### src/rtl/core/fpdb_pkg.sv
// Shared types, widths and constants for the feedback power report block.
package fpdb_pkg;

   localparam int ANT_W                 = 12;
   localparam int RAW_W                 = 32;
   localparam int REPORT_W              = 13;
   localparam int MANT_W                = 32;
   localparam int EXP_W                 = 5;
   localparam int SCALE_SHIFT           = 24;
   localparam int SCALE_W               = 29;
   localparam int Q_W                   = 11;
   localparam int SUM_W                 = 14;
   localparam int FRAC_BITS_DEFAULT     = 16;
   localparam int READING_WIDTH_DEFAULT = 32;

   localparam logic [SCALE_W-1:0] LOG10_2_X100 = 29'd505044526;

   localparam logic signed [SUM_W-1:0] REPORT_MAX = 14'sd4095;
   localparam logic signed [SUM_W-1:0] REPORT_MIN = -14'sd4096;

   typedef struct packed {
      logic signed [ANT_W-1:0] antenna_power;
      logic [RAW_W-1:0]        ref_power;
      logic [RAW_W-1:0]        fb_power;
   } req_type;

   typedef struct packed {
      logic signed [REPORT_W-1:0] fb_power_report;
      logic                       used_fallback;
   } rsp_type;

endpackage

### src/rtl/core/fpdb_sq_step.sv
// One fraction bit of the base-two logarithm by squaring the mantissa.
module fpdb_sq_step (
   input  logic [fpdb_pkg::MANT_W-1:0] mant_i,
   output logic [fpdb_pkg::MANT_W-1:0] mant_o,
   output logic                        bit_o
);

   logic [2*fpdb_pkg::MANT_W-1:0] square;
   logic [fpdb_pkg::MANT_W:0]     scaled;

   assign square = (2*fpdb_pkg::MANT_W)'(mant_i) * (2*fpdb_pkg::MANT_W)'(mant_i);
   assign scaled = square[2*fpdb_pkg::MANT_W-1:fpdb_pkg::MANT_W-1];
   assign bit_o  = scaled[fpdb_pkg::MANT_W];
   assign mant_o = bit_o ? scaled[fpdb_pkg::MANT_W:1] : scaled[fpdb_pkg::MANT_W-1:0];

endmodule

### config.mk
export PLATFORM = sky130hd
export DESIGN_NAME = fpdb_sq_step
export DESIGN_NICKNAME = d
export VERILOG_FILES = /design/src/rtl/core/fpdb_pkg.sv /design/src/rtl/core/fpdb_sq_step.sv
export SDC_FILE = /design/constraint.sdc
export NUM_CORES = 2
export LEC_CHECK = 0
export BUFFER_PORTS_ARGS = -buffer_cell sky130_fd_sc_hd__buf_2
export CORE_UTILIZATION = 60
export DETAILED_ROUTE_END_ITERATION = 8
export PLACE_DENSITY = 0.84
export SLEW_MARGIN = 20
export SYNTH_ARGS = -nofsm -noshare
export SYNTH_HDL_FRONTEND = slang
export SYNTH_SLANG_ARGS = --single-unit
### constraint.sdc
create_clock -name vclk -period 7.2
set_clock_uncertainty 0.15 [all_clocks]
set_input_delay 0.36 -clock vclk [all_inputs]
set_output_delay 0.36 -clock vclk [all_outputs]
set_load 0.01 [all_outputs]
==> results list <==
- For this run, design rule violations remaining after detail routing come to 0.
- Cell taking the most area after synthesis: fa_1
- The die covers 0.0506 mm^2.
- Worst Slack Setup Final: -1640 ps
- Endpoint class of the critical path: primary output
- Dividing the synthesized area by the synthesized cell count gives 9.21 um^2.
* Per-cell routed wire length: 27.5 um
- Max-cap viol count: 0
- The initial antenna violation count came to 11.
- Relative slew margins: 0.581
- Setup CP Type: primary input to primary output
* Via count of the first global-routing pass: 31200
- Entering global routing, the biggest net connects 24 pins.
* Setup repair after global routing missed its margin: yes
* Final hold violation count: 0
* Number of top-level pins: 65
- For this block, the routed nets add up to 123000 um of wire.
* Vias per cell: 6.38
* Finished Cell Area: 0.0382 mm^2
- Post-synthesis cell type count: 64
- The top cell types in the final layout, fill and taps aside, are 948 x inv_1, 729 x fa_1, 538 x buf_4, 265 x ha_1, 259 x nand2_1.
- Of the cells placed in the final design, the portion with a size suffix greater than 1 is 0.284.
- In the final layout, the multi-input gates occupy 0.0275 mm^2.
* Cells after synthesis: 3236
* Critical path data required time: 6690 ps
* Number of antenna-violating nets in the routed design: 0
* Floorplan row count: 81
- The first detailed-routing pass ran for 7 iterations.
- Filler cell count in the final layout: 2426
- Area of the core: 0.0490 mm^2
- Max Freq: 113 MHz
* Synth-to-layout area growth: 28.1%
* Failing checks: setup timing
- Total congestion overflow after global routing: 0
- The tightest min-delay check is of the primary input to primary output type.
- Of the available clock period, the critical path in the final layout requires 1.23.
* Height of the die: 225 um
- Counting the clock-network buffers in the layout gives 0.
- Leading cell type in the layout, fill and taps excluded: inv_1
* Data arrival at the endpoint of the critical path: 8330 ps
* Fin. max-slew vios: 0
* Fraction of synthesized cell area taken by the top area cell type: 0.531
* Routability cong.: 0.972
- Width of the die: 225 um
- Sequential cells placed in the final layout were counted as 0.
- For this configuration, the core starts out at a cell density of 0.609.
* Total of warnings raised by yosys: 0
- The first global-routing pass estimated 165000 um of wire.
- Cells taking the most area after synthesis: fa_1 53%, ha_1 13%, inv_1 12%
* Aggregate global-route resource usage: 0.435
* Startpoint types: primary input
- Total nets after synthesis: 4359
* Placement Cell Area: 0.0352 mm^2
* Final count of negative-setup-slack endpoints: 33
- The synthesized netlist occupies a cell area of 0.0298 mm^2.
- The sequential cells in the finished layout cover a total of 0 um^2.
* Transition time at the pin with the least slew margin: 628 ps
* Post-synthesis sequential area ratio: 0
* Outcome: finished, violations left
- Buffers on Ports: 65
- Vias: 28600
* Post-layout net count: 4932
* Time the final worst path needs with I/O delays and setup: 8840 ps
- Detailed placement ended at an HPWL of 75500 um.
* Crit-path max FO: 7
- Initial detailed-routing violation count: 3715
what timing repair did:
action / CTS / global route
gates cloned: 7 / 1
pin swaps: 118 / 172
endpoints found under the setup margin: 33 / 33
buffers inserted: 43 / 41
resized for setup: 334 / 197
hold buffers: 0 / 0
worst max-delay path, stage by stage:
cell and delay [ps]:
buf_8 130, buf_8 170, nand2_1 120, buf_4 170
fa_1 520, inv_1 200, fa_1 910, ha_1 360
fa_1 560, fa_1 450, fa_2 570, fa_2 460
fa_2 720, ha_4 270, nand4_1 170, inv_1 100
a211oi_4 460, o21ai_2 150, nor2_2 180, a21oi_4 120
a31o_4 260, nor2_4 140, buf_6 160, buf_12 150
mux2_4 320, buf_6 120
worst paths after layout:
kind                     end       start  slack [ps]  cells after the start
setup / recovery  mant_o[13]   mant_i[6]       -1640                     26
hold / removal         bit_o  mant_i[31]        2200                     10
stage by stage:
| stage | setup TNS (ps) | cells | worst slack (ps) | util | hold slack, ps |
|---|---|---|---|---|---|
| global placement | -29800 | 4389 | -1060 | 0.720 | 2160 |
| floorplan | -8660 | 3236 | -323 | - | 1200 |
| detailed placement | -33910 | 4389 | -1150 | 0.720 | 2180 |
| CTS | -24630 | 4434 | -880 | 0.758 | 2110 |
| finish | -49870 | 4479 | -1640 | 0.780 | 2200 |
| global route | -66820 | 4472 | -2150 | 0.780 | 2210 |
cells in the mapped netlist, drive strengths merged (14+ instances only):
library cell,count
a21oi,78
o21ai,42
inv,988
clkbuf,116
o21bai,20
nand4,14
nor2,60
xnor2,42
fa,791
xor2,33
ha,300
nand3,19
a21o,30
and2,230
mux2i,22
nand2,301
routing by layer:
metal / vias to the layer above / global-route usage / wire (um)
met5: - / 0 / 356
met3: 1483 / 0.160 / 18600
met2: 2919 / 0.712 / 54500
li1: 10600 / - / -
met1: 13600 / 0.434 / 33800
met4: 19 / 0.385 / 15900
layout make-up:
cell class | count | share of cell area
antenna | 8 | 0.000524
inverter | 989 | 0.0975
multi-input combinational | 2124 | 0.720
tap | 664 | 0.0218
timing repair buffer | 694 | 0.160
cell families (layout without fill, tap and decap cells):
group / after synthesis / after routing / share of synthesized area
AOI/OAI and AO/OA: 250 / 250 / 0.0565
adders and majority gates: 1091 / 1091 / 0.657
other: 0 / 8 / 0
xor gates and xnor gates: 75 / 75 / 0.0220
and+or+nand+nor: 676 / 676 / 0.111
muxes: 32 / 32 / 0.0122
buffers and inverters: 1112 / 1683 / 0.141
Power is left out: the tool's default activity adds up to more than one toggle a clock period on the data nets, which glitch-free logic cannot reach.
